==> config.mk <==
export PLATFORM = sky130hd
export DESIGN_NAME = double_ended_queue
export DESIGN_NICKNAME = d
export VERILOG_FILES = /design/src/hw/rtl/deq_pkg.sv /design/src/hw/rtl/deq_ram.sv /design/src/hw/rtl/double_ended_queue.sv
export SDC_FILE = /design/constraint.sdc
export NUM_CORES = 1
export LEC_CHECK = 0
export BUFFER_PORTS_ARGS = -buffer_cell sky130_fd_sc_hd__buf_2
export CAP_MARGIN = 10
export CORE_UTILIZATION = 55
export CTS_CLUSTER_SIZE = 16
export DETAILED_ROUTE_END_ITERATION = 10
export PLACE_DENSITY = 0.77
export SLEW_MARGIN = 15
export SYNTH_ARGS = -nofsm -noshare
export SYNTH_HDL_FRONTEND = slang
export SYNTH_HIERARCHICAL = 1
export SYNTH_SLANG_ARGS = --single-unit
export TNS_END_PERCENT = 5
==> constraint.sdc <==
create_clock -name i_clk -period 5.8 [get_ports i_clk]
set_input_delay 0.29 -clock i_clk [delete_from_list [all_inputs] [get_ports i_clk]]
set_output_delay 0.29 -clock i_clk [all_outputs]
set_load 0.02 [all_outputs]
==> src/hw/rtl/deq_pkg.sv <==
`default_nettype none
// ----------------------------------------------------------------------------
// deq_pkg
// request codes, status codes and field widths shared by the queue and its
// checker
// ----------------------------------------------------------------------------
package deq_pkg;

    localparam int FUNC_W   = 3;
    localparam int INDEX_W  = 4;
    localparam int STATUS_W = 2;

    typedef logic [FUNC_W-1:0]   t_func;
    typedef logic [STATUS_W-1:0] t_status;

    localparam t_func FN_PUSH_FRONT = 3'd0;
    localparam t_func FN_PUSH_BACK  = 3'd1;
    localparam t_func FN_POP_FRONT  = 3'd2;
    localparam t_func FN_POP_BACK   = 3'd3;
    localparam t_func FN_PEEK_FRONT = 3'd4;
    localparam t_func FN_PEEK_BACK  = 3'd5;
    localparam t_func FN_READ_INDEX = 3'd6;
    localparam t_func FN_CLEAR      = 3'd7;

    localparam t_status ST_OK      = 2'd0;
    localparam t_status ST_MISSING = 2'd1;
    localparam t_status ST_FULL    = 2'd2;

endpackage
`default_nettype wire

==> src/hw/rtl/deq_ram.sv <==
`default_nettype none
// ----------------------------------------------------------------------------
// deq_ram
// generic single write port, single read port ram with registered read
// ----------------------------------------------------------------------------
module deq_ram #(
    parameter int WIDTH = 32,
    parameter int DEPTH = 16
) (
    input  wire logic                     i_clk,
    input  wire logic                     i_we,
    input  wire logic [$clog2(DEPTH)-1:0] i_waddr,
    input  wire logic [WIDTH-1:0]         i_wdata,
    input  wire logic                     i_re,
    input  wire logic [$clog2(DEPTH)-1:0] i_raddr,
    output logic      [WIDTH-1:0]         o_rdata
);

    logic [WIDTH-1:0] r_mem [DEPTH];
    logic [WIDTH-1:0] r_rdata;

    always_ff @(posedge i_clk) begin
        if (i_we) begin
            r_mem[i_waddr] <= i_wdata;
        end
        if (i_re) begin
            r_rdata <= r_mem[i_raddr];
        end
    end

    assign o_rdata = r_rdata;

endmodule
`default_nettype wire

==> src/hw/rtl/double_ended_queue.sv <==
`default_nettype none
// ----------------------------------------------------------------------------
// double_ended_queue
// double-ended queue of data words in a ring buffer: push, pop and peek at
// either end, read by position from the front, clear
// a taken request passes the request stage and then the output word register
// throughput: one request per cycle unless stalled, set by the single ram read
// head and count update on acceptance; the ram read is registered inside the ram
// reset: synchronous, clears head, count and valid flags; ram is not cleared
// ----------------------------------------------------------------------------
module double_ended_queue
    import deq_pkg::*;
#(
    parameter int DEPTH      = 16,
    parameter int WORD_WIDTH = 32
) (
    input  wire logic                         i_clk,
    input  wire logic                         i_rst_n,
    input  wire logic                         i_in_valid,
    output logic                              o_in_stall,
    input  wire logic [FUNC_W-1:0]            i_func,
    input  wire logic [WORD_WIDTH-1:0]        i_value,
    input  wire logic [INDEX_W-1:0]           i_index,
    output logic                              o_out_valid,
    input  wire logic                         i_out_stall,
    output logic      [WORD_WIDTH-1:0]        o_result_word,
    output logic      [STATUS_W-1:0]          o_status,
    output logic      [$clog2(DEPTH+1)-1:0]   o_count
);

    localparam int AW   = $clog2(DEPTH);
    localparam int CW   = $clog2(DEPTH + 1);
    localparam int CMPW = (CW > INDEX_W) ? CW : INDEX_W;

    function automatic logic [AW-1:0] f_slot(input logic [AW-1:0] head,
                                             input logic [CW-1:0] offset);
        logic [CW:0] sum;
        sum = (CW+1)'(head) + {1'b0, offset};
        if (sum >= (CW+1)'(DEPTH)) begin
            sum = sum - (CW+1)'(DEPTH);
        end
        return sum[AW-1:0];
    endfunction

    logic [AW-1:0]         r_head;
    logic [CW-1:0]         r_count;
    logic [AW-1:0]         n_head;
    logic [CW-1:0]         n_count;

    logic                  r_p_valid;
    logic                  r_p_use_ram;
    t_status               r_p_status;
    logic [CW-1:0]         r_p_count;

    logic                  r_out_valid;
    logic [WORD_WIDTH-1:0] r_out_word;
    t_status               r_out_status;
    logic [CW-1:0]         r_out_count;

    logic                  in_accept;
    logic                  p_advance;
    logic                  full;
    logic                  empty;
    logic                  idx_hit;
    logic [AW-1:0]         head_dec;
    logic [CW-1:0]         count_dec;
    logic                  ram_we;
    logic [AW-1:0]         ram_waddr;
    logic                  ram_re;
    logic [AW-1:0]         ram_raddr;
    logic [WORD_WIDTH-1:0] ram_rdata;
    t_status               req_status;

    assign p_advance  = r_p_valid && (!r_out_valid || !i_out_stall);
    assign o_in_stall = r_p_valid && !p_advance;
    assign in_accept  = i_in_valid && !o_in_stall;

    assign full      = (r_count == CW'(DEPTH));
    assign empty     = (r_count == '0);
    assign idx_hit   = (CMPW'(i_index) < CMPW'(r_count));
    assign head_dec  = (r_head == '0) ? AW'(DEPTH - 1) : r_head - 1'b1;
    assign count_dec = r_count - 1'b1;

    always_comb begin
        n_head     = r_head;
        n_count    = r_count;
        ram_we     = 1'b0;
        ram_waddr  = r_head;
        ram_re     = 1'b0;
        ram_raddr  = r_head;
        req_status = ST_OK;
        unique case (i_func)
            FN_PUSH_FRONT: begin
                if (full) begin
                    req_status = ST_FULL;
                end else begin
                    n_head    = head_dec;
                    n_count   = r_count + 1'b1;
                    ram_we    = in_accept;
                    ram_waddr = head_dec;
                end
            end
            FN_PUSH_BACK: begin
                if (full) begin
                    req_status = ST_FULL;
                end else begin
                    n_count   = r_count + 1'b1;
                    ram_we    = in_accept;
                    ram_waddr = f_slot(r_head, r_count);
                end
            end
            FN_POP_FRONT: begin
                if (empty) begin
                    req_status = ST_MISSING;
                end else begin
                    n_head    = f_slot(r_head, CW'(1));
                    n_count   = count_dec;
                    ram_re    = in_accept;
                    ram_raddr = r_head;
                end
            end
            FN_POP_BACK: begin
                if (empty) begin
                    req_status = ST_MISSING;
                end else begin
                    n_count   = count_dec;
                    ram_re    = in_accept;
                    ram_raddr = f_slot(r_head, count_dec);
                end
            end
            FN_PEEK_FRONT: begin
                if (empty) begin
                    req_status = ST_MISSING;
                end else begin
                    ram_re    = in_accept;
                    ram_raddr = r_head;
                end
            end
            FN_PEEK_BACK: begin
                if (empty) begin
                    req_status = ST_MISSING;
                end else begin
                    ram_re    = in_accept;
                    ram_raddr = f_slot(r_head, count_dec);
                end
            end
            FN_READ_INDEX: begin
                if (!idx_hit) begin
                    req_status = ST_MISSING;
                end else begin
                    ram_re    = in_accept;
                    ram_raddr = f_slot(r_head, CW'(CMPW'(i_index)));
                end
            end
            default: begin
                n_head  = '0;
                n_count = '0;
            end
        endcase
    end

    deq_ram #(
        .WIDTH (WORD_WIDTH),
        .DEPTH (DEPTH)
    ) u_ram (
        .i_clk   (i_clk),
        .i_we    (ram_we),
        .i_waddr (ram_waddr),
        .i_wdata (i_value),
        .i_re    (ram_re),
        .i_raddr (ram_raddr),
        .o_rdata (ram_rdata)
    );

    // request stage: state update and ram access issue
    always_ff @(posedge i_clk) begin
        if (!i_rst_n) begin
            r_head    <= '0;
            r_count   <= '0;
            r_p_valid <= 1'b0;
        end else begin
            if (in_accept) begin
                r_head  <= n_head;
                r_count <= n_count;
            end
            if (in_accept) begin
                r_p_valid <= 1'b1;
            end else if (p_advance) begin
                r_p_valid <= 1'b0;
            end
        end
    end

    always_ff @(posedge i_clk) begin
        if (in_accept) begin
            r_p_use_ram <= ram_re;
            r_p_status  <= req_status;
            r_p_count   <= n_count;
        end
    end

    // output word register
    always_ff @(posedge i_clk) begin
        if (!i_rst_n) begin
            r_out_valid <= 1'b0;
        end else if (p_advance) begin
            r_out_valid <= 1'b1;
        end else if (!i_out_stall) begin
            r_out_valid <= 1'b0;
        end
    end

    always_ff @(posedge i_clk) begin
        if (p_advance) begin
            r_out_word   <= r_p_use_ram ? ram_rdata : '0;
            r_out_status <= r_p_status;
            r_out_count  <= r_p_count;
        end
    end

    assign o_out_valid   = r_out_valid;
    assign o_result_word = r_out_word;
    assign o_status      = r_out_status;
    assign o_count       = r_out_count;

endmodule
`default_nettype wire

Word level (Yosys, flattened, before mapping)
Memories as Yosys holds them, arrays and structs flattened. A register that Yosys moved wholly into a read port is not among the register bits.
Index checks and enable logic that the tools add are counted.
Word-level totals
  bits in registers: 58
  bits in writable memories: 512
  input bits: 43
  output and inout port bits: 41
  logic and storage cells: 87
  memories: 1
Cells by class
  add/sub/neg operators: 11
  magnitude comparators: 5
  equal/unequal tests: 9
  multiplexer cells: 31
  bitwise operators: 1
  reduce and logical (&&, ||, !) cells: 19
Memory list
  u_ram.r_mem: words 16, width 32, rd ports 1, clocked after Yosys merged registers in 1, write ports 1, RTL line deq_ram.sv:19  | logic [WIDTH-1:0] r_mem [DEPTH];
Operators by type and width (number)
  2-to-1 mux 4 bit: 10
  subtractor 4 x 1 -> 4 bit (second input constant): 5
  one-hot mux 4 bit (2 select lines): 2
  one-hot mux 5 bit (3 select lines): 1
  adder 4 x 5 -> 6 bit: 2
  >= comparator 6 x 5 -> 1 bit (second input constant): 2
  2-to-1 mux 1 bit: 12
  one-hot mux 4 bit (3 select lines): 1
  >= comparator 5 bit (second input constant): 2
  2-to-1 mux 5 bit: 2
  == test 3 bit (second input constant): 3
  == test 3 x 2 -> 1 bit (second input constant): 2
  one-hot mux 2 bit (3 select lines): 1
  OR reduction 2 bit: 3
  adder 4 x 1 -> 5 bit (second input constant): 1
  adder 4 x 4 -> 5 bit: 1
  adder 5 x 1 -> 5 bit (second input constant): 1
  == test 5 bit (second input constant): 1
  zero test 5 bit: 1
  < comparator 4 x 5 -> 1 bit: 1
  OR reduction 5 bit: 1
  subtractor 5 x 1 -> 5 bit (second input constant): 1
  zero test 1 bit: 4
  zero test 4 bit: 1
  other kinds (13): 15

Logic depth before layout (Yosys ltp)
Gate-level depths: netlist (run 1).
  depth after elaboration: 11
  gate-level depth with buffers: 15
  gate-level depth less buffers: 12

Hierarchy
Netlist (run 1), hierarchy kept.
By module, submodules not included
  deq_ram: times used 1, cells an instance 838, area each 20155.6 um^2, sequential area each 16335.7 um^2
  double_ended_queue: times used 1, cells an instance 295, area each 3256.9 um^2, sequential area each 1631.6 um^2

Worst setup path after synthesis (run 1)
No wires, ideal clock.
  path type: register to register
  from: reg r_count[0]
  to: mem u_ram.r_mem[0][0], enable pin
  setup time: 461 ps
  arrival time: 4583 ps
  data required time: 5339 ps
  setup slack: 756 ps
  stages on the path, launching flop included: 11
  path buffers: 2
  period minus slack after synthesis: 5044 ps
  path through: dfxtp_1 -> buf_2 -> inv_1 -> ha_1 -> or4bb_2 -> buf_6 -> nand2_1 -> or3_1 -> o211ai_1 -> or3b_2 -> nor3_1
Between the ends
  cells in the longest elaborated chain, start to end: 5
  elaborated cells on any way between the ends: 12
  those cells by class: add/sub: 2; order compare: 1; eq/ne: 1; mux: 8
Ends and longest elaborated chain
  from (decl): RTL line double_ended_queue.sv:46  | logic [CW-1:0] r_count;
  from (signal assigned): RTL line double_ended_queue.sv:184  | r_count <= n_count;
  adder 4 x 5 -> 6 bit: RTL line double_ended_queue.sv:38  | sum = (CW+1)'(head) + {1'b0, offset};
  >= comparator 6 x 5 -> 1 bit / subtractor 4 x 1 -> 4 bit (equally long branches): RTL line double_ended_queue.sv:39, double_ended_queue.sv:40
  2-to-1 mux 4 bit: RTL line double_ended_queue.sv:39  | if (sum >= (CW+1)'(DEPTH)) begin
  2-to-1 mux 4 bit: RTL line double_ended_queue.sv:104  | if (full) begin
  one-hot mux 4 bit (2 select lines) *: RTL line double_ended_queue.sv:92  | unique case (i_func)
  via ram_waddr[3]: RTL line double_ended_queue.sv:68  | logic [AW-1:0] ram_waddr;
  to (decl): RTL line deq_ram.sv:19
The timed path passes the listed nets; every way through them passes the cells marked *.

Worst setup path after layout (run 1)
  from: reg r_count[2]
  to: reg u_ram.r_rdata[13], in the netlist u_ram/o_rdata[13], read port of u_ram.r_mem (data pin)
Between the ends
  cells in the longest elaborated chain, start to end: 6
  elaborated cells on any way between the ends: 13
  those cells by class: add/sub: 3; order compare: 2; mux: 7; reduce/logical: 1
Ends and longest elaborated chain
  subtractor 5 x 1 -> 5 bit: RTL line double_ended_queue.sv:82  | assign count_dec = r_count - 1'b1;
  adder 4 x 5 -> 6 bit: RTL line double_ended_queue.sv:38
  >= comparator 6 x 5 -> 1 bit: RTL line double_ended_queue.sv:39
  2-to-1 mux 4 bit: RTL line double_ended_queue.sv:39
  2-to-1 mux 4 bit: RTL line double_ended_queue.sv:140  | if (empty) begin
  one-hot mux 4 bit (2 select lines) *: RTL line double_ended_queue.sv:92
  via ram_raddr[0]: RTL line double_ended_queue.sv:70  | logic [AW-1:0] ram_raddr;
  to (decl): RTL line deq_ram.sv:20  | logic [WIDTH-1:0] r_rdata;
Marked as above.
A chain may end at the register's enable or synchronous reset.

==> results by group, run 1 <==
Clock network
  • H-tree levels: 2
  • Clock slew at the register clock pins of the worst setup and hold paths: 60 ps
  • CTS Hold Bufs: 1
  • CTS tree: built
  • Clock sink count: 602
  • Total CTS buffers: 57
  • CTS-repair resized insts: 0
  • Clk buf depth: 3
  • CTS root buffer: clkbuf_16
  • Setup bufs post-CTS: 0
  • Worst-Skew Late Latency: 600 ps

Cells and area
  • Layout area overhead: 12.9%
  • Post-route design area: 26400 um^2
  • Number of nets in the layout: roughly 1300
  • Area occupied by multi-input gates: between 5000 and 6000 um^2
  • Register area: 18000 um^2
  • Layout cells sized above 1: 0.282
  • Fillers: 2774

Floorplan
  • I/O pin count: 84
  • Initial Util: 0.558
  • DIE AREA: 43400 um^2
  • Die Height: between 200 and 250 um
  • Core ar.: 41900 um^2
  • Row count: 75
  • Die width: 208 um

Yosys
  • Top FF cell, synth: edfxtp_1
  • Syn. warnings: 6
  • Top cells by area, synth: edfxtp_1 (76%), mux4_2 (12%), a22oi_1 (2.1%), dfxtp_1 (0.94%), and2_1 (0.91%)
  • Avg Cell Area, Syn: roughly 21 um^2
  • Cell with the most instances after synthesis: edfxtp_1
  • Syn Nets: 1195
  • Netlist cell types: 62
  • Synth async-reset ratio: 0
  • Post-synth EDFFs: 591
  • Synth area leader: edfxtp_1
  • Most instantiated cells after synthesis: edfxtp_1 (591), mux4_2 (128), a22oi_1 (65), nand2_1 (49)
  • Synth Instances: about 1100
  • Share of the synthesized area in the top cell type: 0.758
  • Post-synthesis sequential area ratio: 0.767
  • Post-synthesis register bit count: 602
  • Post-Syn Area: 23400 um^2

Worst hold path
  • Hold Path Class: in -> reg

Placed design
  • DP Area: 24700 um^2
  • Final RePlAce weighted congestion: 0.840
  • Buffers on Ports: 83
  • DP Wirelength: 26.9 mm

STA
  • Max transition margin: 0.277
  • Min cycle time layout: 4460 ps
  • Clock skew: 15.0 ps
  • Setup TNS: 0 ps
  • RSZ-0062 raised after global routing: false
  • F_max: 224 MHz
  • Final setup violation count: 0
  • Period utilization: 0.769
  • Max-slew violations: 0
  • Fin. Hold Viols: 0
  • Worst-Margin Slew: 1070 ps

Detailed routing
  • Vias per cell: ~6.4
  • Post-detailed-route wirelength per cell: approximately 27 um
  • First-pass iteration count of the detailed router: 5
  • DRC violations left: 0
  • Vias: 11700
  • Final WL: 50.1 mm
  • Detail Route Antenna Nets: 1
  • Drt first-iter violations: about 1200

Run
  • Maxcap violations: 0

GRT
  • First-pass GRT wire length: ~74 mm
  • Grt total ovfl: 0
  • Initial antenna violation count: 3
  • Vias in the first global route: about 12000
  • Pin count of the biggest net entering global routing: 58
  • Total GRT Usage: 0.235

Setup path
  • CP max stage cell: o31ai_1
  • Critical path, cell by cell: inv_1, ha_1, o21a_1, nor2_1, o31ai_1, and2_1, a221o_4, buf_12, mux4_2, a22oi_1, nand2_1
  • Crit-path max cell delay: 650 ps
  • Crit path max fanout: 56
  • CP Buf/Inv Count: 2
  • Crit end category: flip-flop
  • Critical Path RT: 6130 ps
  • Kind of critical path: reg -> reg
  • Arr. time, crit path: ~4800 ps
  • Critical path's top delay family: compound AO/OA/AOI/OAI gates
  • R2R setup slack: between 1000 and 1500 ps
  • Startpoint types: flip-flop

Pwr
  • P per Cell Area: 354 nW/um^2
  • Total power: 9.37 mW
  • Worst vdd ir: 0.000275 V
  • Leak: between 8 and 9 nW

Run status
  • Status: complete, but fails checks
  • Failing checks: antenna violations
kinds of logic after synthesis:
logic type,after synthesis,share of synthesized area
compound gates,130,0.0410
xor+xnor,10,0.00374
fa+ha+maj,19,0.0111
buf+inv,72,0.0153
flops,602,0.767
mux,130,0.124
simple gates,170,0.0374
cell type report:
type	count	share of cell area
clock buffers	69	0.0564
clock inverters	34	0.00970
multi-input cells	459	0.199
diodes	6	0.000568
well taps	539	0.0255
inverters	15	0.00213
repair buffers	116	0.0271
flip-flops and latches	602	0.679
report_power, final:
group          internal, mW  total, mW  leakage, nW  switching, mW
clock network          1.96       3.52        0.864           1.55
logic                 0.419      0.956         2.18          0.537
registers              4.87       4.90         5.45         0.0285
total                  7.25       9.37         8.49           2.12
registers in the layout (all words and copies together) (netlist names), 4 cells and up:
register and cells:
u_ram/r_mem 512, r_p_count 5, r_count 5, o_count 5, o_result_word 32, u_ram/o_rdata 32
r_head 4
worst reg2reg max path, delay by kind of cell (launching register included):
family | cells | cell delay, ps
adder cells (fa/ha/maj) | 1 | 310
buffers and inverters | 2 | 640
flip-flops | 1 | 520
AO/OA/AOI/OAI | 4 | 1630
AND/OR/NAND/NOR | 3 | 470
multiplexers | 1 | 630
layout by cell type (no fill, tap or decap), types with 4 or more instances in the layout:
cell type | Yosys | final
nand3_1 | 13 | 13
a21oi_1 | 16 | 15
xnor2_1 | 5 | 5
clkbuf_1 | 24 | 11
o21ai_0 | 12 | 12
nand2b_1 | 6 | 6
ha_1 | 16 | 16
buf_4 | 9 | 28
clkinv_1 | 0 | 10
inv_1 | 15 | 15
nor2_4 | 0 | 13
nor3_2 | 0 | 4
edfxtp_1 | 591 | 591
buf_2 | 9 | 83
dfxtp_1 | 11 | 11
clkbuf_16 | 0 | 58
a22oi_1 | 65 | 65
diode_2 | 0 | 6
buf_12 | 0 | 4
mux4_2 | 128 | 128
and2_1 | 34 | 33
xor2_1 | 5 | 5
o211ai_1 | 7 | 7
and3_1 | 4 | 4
nand2_1 | 49 | 49
clkinv_2 | 0 | 16
nor2_1 | 34 | 21
path summary, 6_finish.rpt:
check                start                 to  cells past startpoint
min reg2reg  r_p_status[1]        o_status[1]                      0
max             r_count[2]  u_ram/o_rdata[13]                     11
max reg2reg     r_count[2]  u_ram/o_rdata[13]                     11
min            i_out_stall        o_out_valid                      3
metrics by stage:
step,utilization,std cells,hold WS [ps],worst slack (ps)
global route,0.630,1834,49.0,1070
CTS,0.630,1834,12.5,1310
detailed placement,0.588,1730,407,1380
finish,0.630,1840,43.1,1340
global placement,0.588,1730,404,1490
floorplan,-,1133,389,756
layer usage:
metal  share of wire  wire [um]  track usage
met1            0.40      19800        0.321
met2            0.50      25000        0.387
met3           0.076       3780       0.0376
met4           0.029       1450       0.0858
met5         0.00046         23            0
Note: power is estimated with default switching activity, not from simulation.
==> run 2, diff against run 1 <==
--- a/config.mk
+++ b/config.mk
@@ -10,7 +10,7 @@
 export CORE_UTILIZATION = 55
 export CTS_CLUSTER_SIZE = 16
 export DETAILED_ROUTE_END_ITERATION = 10
-export PLACE_DENSITY = 0.77
+export PLACE_DENSITY = 0.8
 export SLEW_MARGIN = 15
 export SYNTH_ARGS = -nofsm -noshare
 export SYNTH_HDL_FRONTEND = slang
==> constraint.sdc (replaced) <==
create_clock -name i_clk -period 3.75 [get_ports i_clk]
set_input_delay 0.1875 -clock i_clk [delete_from_list [all_inputs] [get_ports i_clk]]
set_output_delay 0.1875 -clock i_clk [all_outputs]
set_load 0.02 [all_outputs]
==> run 2 against run 1 <==
Effect of this change: the flow now finishes without violations; cell count is 3.4% higher; wire length rose by 8.5%; first-iteration DRC count is 0.24% higher; critical path depth grew 2; critical path type unchanged; flip-flop and latch count unchanged; clock power grew 56%; design area up 3.5%; global-route usage grew 1.9 points; utilization rose by 2.2 points; clock-buffer cell count increased by 3; critical endpoint is now u_ram/o_rdata[3].
==> results by group, run 2 (synthesis gave the netlist of run 1 again) <==
Run status
  • Status: finished clean

Floorplan
  • Core ar.: between 40000 and 50000 um^2
  • DIE AREA: 43400 um^2
  • Row count: 75
  • Die width: 208 um
  • I/O pin count: 84
  • Die Height: 208 um
  • Initial Util: 0.558

Clock network
  • CTS Hold Bufs: 36
  • CTS root buffer: clkbuf_16
  • Clock slew at the register clock pins of the worst setup and hold paths: 60 ps
  • Worst-Skew Late Latency: 600 ps
  • Setup bufs post-CTS: 0
  • Clk buf depth: 3
  • CTS tree: built
  • CTS-repair resized insts: 0
  • Total CTS buffers: 55
  • Clock sink count: about 600
  • H-tree levels: 2

Setup path
  • Reg2Reg Depth: 13
  • Arr. time, crit path: 3990 ps
  • Kind of critical path: reg -> reg
  • Critical Path RT: 4200 ps
  • Crit path max fanout: 22
  • Crit end category: flip-flop
  • Startpoint types: flip-flop

Cells and area
  • Post-route insts no fill: 1903
  • Post-route design area: 27400 um^2
  • Layout area overhead: 16.9%
  • Top reg by flops: u_ram/r_mem
  • Most frequent cells in the layout: edfxtp_1 (591), mux4_2 (128), buf_2 (83)
  • Commonest non-fill, non-tap cell in the layout: edfxtp_1
  • Max FFs per register: between 500 and 600
  • Layout cells sized above 1: 0.293
  • Number of nets in the layout: 1380

Placed design
  • Buffers on Ports: 83
  • Final RePlAce weighted congestion: around 0.89
  • DP Area: 25200 um^2
  • DP Wirelength: just under 30 mm
  • Inst Count DP: about 1800

GRT
  • Initial antenna violation count: 1
  • Grt total ovfl: 0
  • Pin count of the biggest net entering global routing: 41
  • Total GRT Usage: 0.254
  • First-pass GRT wire length: 79.6 mm
  • Vias in the first global route: 12600

STA
  • Worst-Margin Slew: 1040 ps
  • Hold_ws: approximately 210 ps
  • Fin. Hold Viols: 0
  • Setup TNS: 0 ps
  • Period utilization: 0.943
  • RSZ-0062 raised after global routing: false
  • Final setup violation count: 0
  • Min cycle time layout: 3540 ps
  • Max-slew violations: 0
  • F_max: approximately 280 MHz
  • Max transition margin: 0.307
  • Clock skew: roughly 15 ps

Pwr
  • Worst vdd ir: 0.000372 V
  • P per Cell Area: ~540 nW/um^2
  • Leak: 8.87 nW

Detailed routing
  • Detail Route Antenna Nets: 0
  • Final WL: around 54 mm
  • Vias per cell: between 6 and 7
  • First-pass iteration count of the detailed router: 5
  • DRC violations left: 0
  • Post-detailed-route wirelength per cell: 28.6 um
  • Vias: between 10000 and 15000
  • Drt first-iter violations: 1238

Worst hold path
  • Hold Path Class: in -> reg
  • Hold path depth: 2

Run
  • Maxcap violations: 0
[run 2: cell count changes in the layout (fill, tap and decap cells not counted), sizes merged]
cell	change
diode	-5
clkbuf	+3
clkinv	-7
clkinvlp	+1
dlygate4sd3	+35
bufinv	+2
buf	+34
[run 2: power breakdown]
group	internal [mW]	total [mW]	switching (mW)
registers	7.54	7.57	0.0354
logic	0.737	1.63	0.898
clock network	3.13	5.50	2.37
[run 2: through the flow]
step	total power, mW	utilization	setup WS [ps]
after floorplan	8.78	-	-167
after global placement	9.25	0.602	372
after detailed placement	9.29	0.602	275
after CTS	14.8	0.652	223
after global routing	15.1	0.652	78.1
final	14.7	0.652	212
[run 2: final cells by class]
cell class | instances | area (um^2)
Inverter | 15 | 58.8
Tap cell | 539 | 674
Timing Repair Buffer | 185 | 1570
Multi-Input combinational cell | 459 | 5330
Clock buffer | 72 | 1480
Clock inverter | 30 | 284
Sequential cell | 602 | 18000
Fill cell | 2623 | 14600
Antenna cell | 1 | 2.50
[run 2: path summary, 6_finish.rpt]
kind | from | to | slack, ps
min | i_func[1] | r_p_count[4] | 210
min reg2reg | r_p_count[1] | o_count[1] | 420
max reg2reg | r_count[1] | u_ram/o_rdata[3] | 210
max | r_count[1] | u_ram/o_rdata[3] | 210
[run 2: critical path, cell delays in order, from the launching register on]
cell      delay (ps)
dfxtp_2          330
inv_2             60
ha_4             260
inv_1             40
ha_1             260
a21o_1           180
a21oi_1          170
xnor2_1          110
and3_1           190
a2111o_1         440
nor2b_4          740
buf_4            370
a22oi_1          110
nand2_1           90
[run 2: routing by layer]
| layer | vias up | share of wire | GRT usage | wire [um] |
|---|---|---|---|---|
| met4 | 0 | 0.032 | 0.0909 | 1720 |
| met5 | - | 0 | 0 | 0 |
| met2 | 712 | 0.52 | 0.440 | 28200 |
| met1 | 6263 | 0.36 | 0.328 | 19800 |
| li1 | 5054 | - | - | - |
| met3 | 127 | 0.085 | 0.0415 | 4630 |
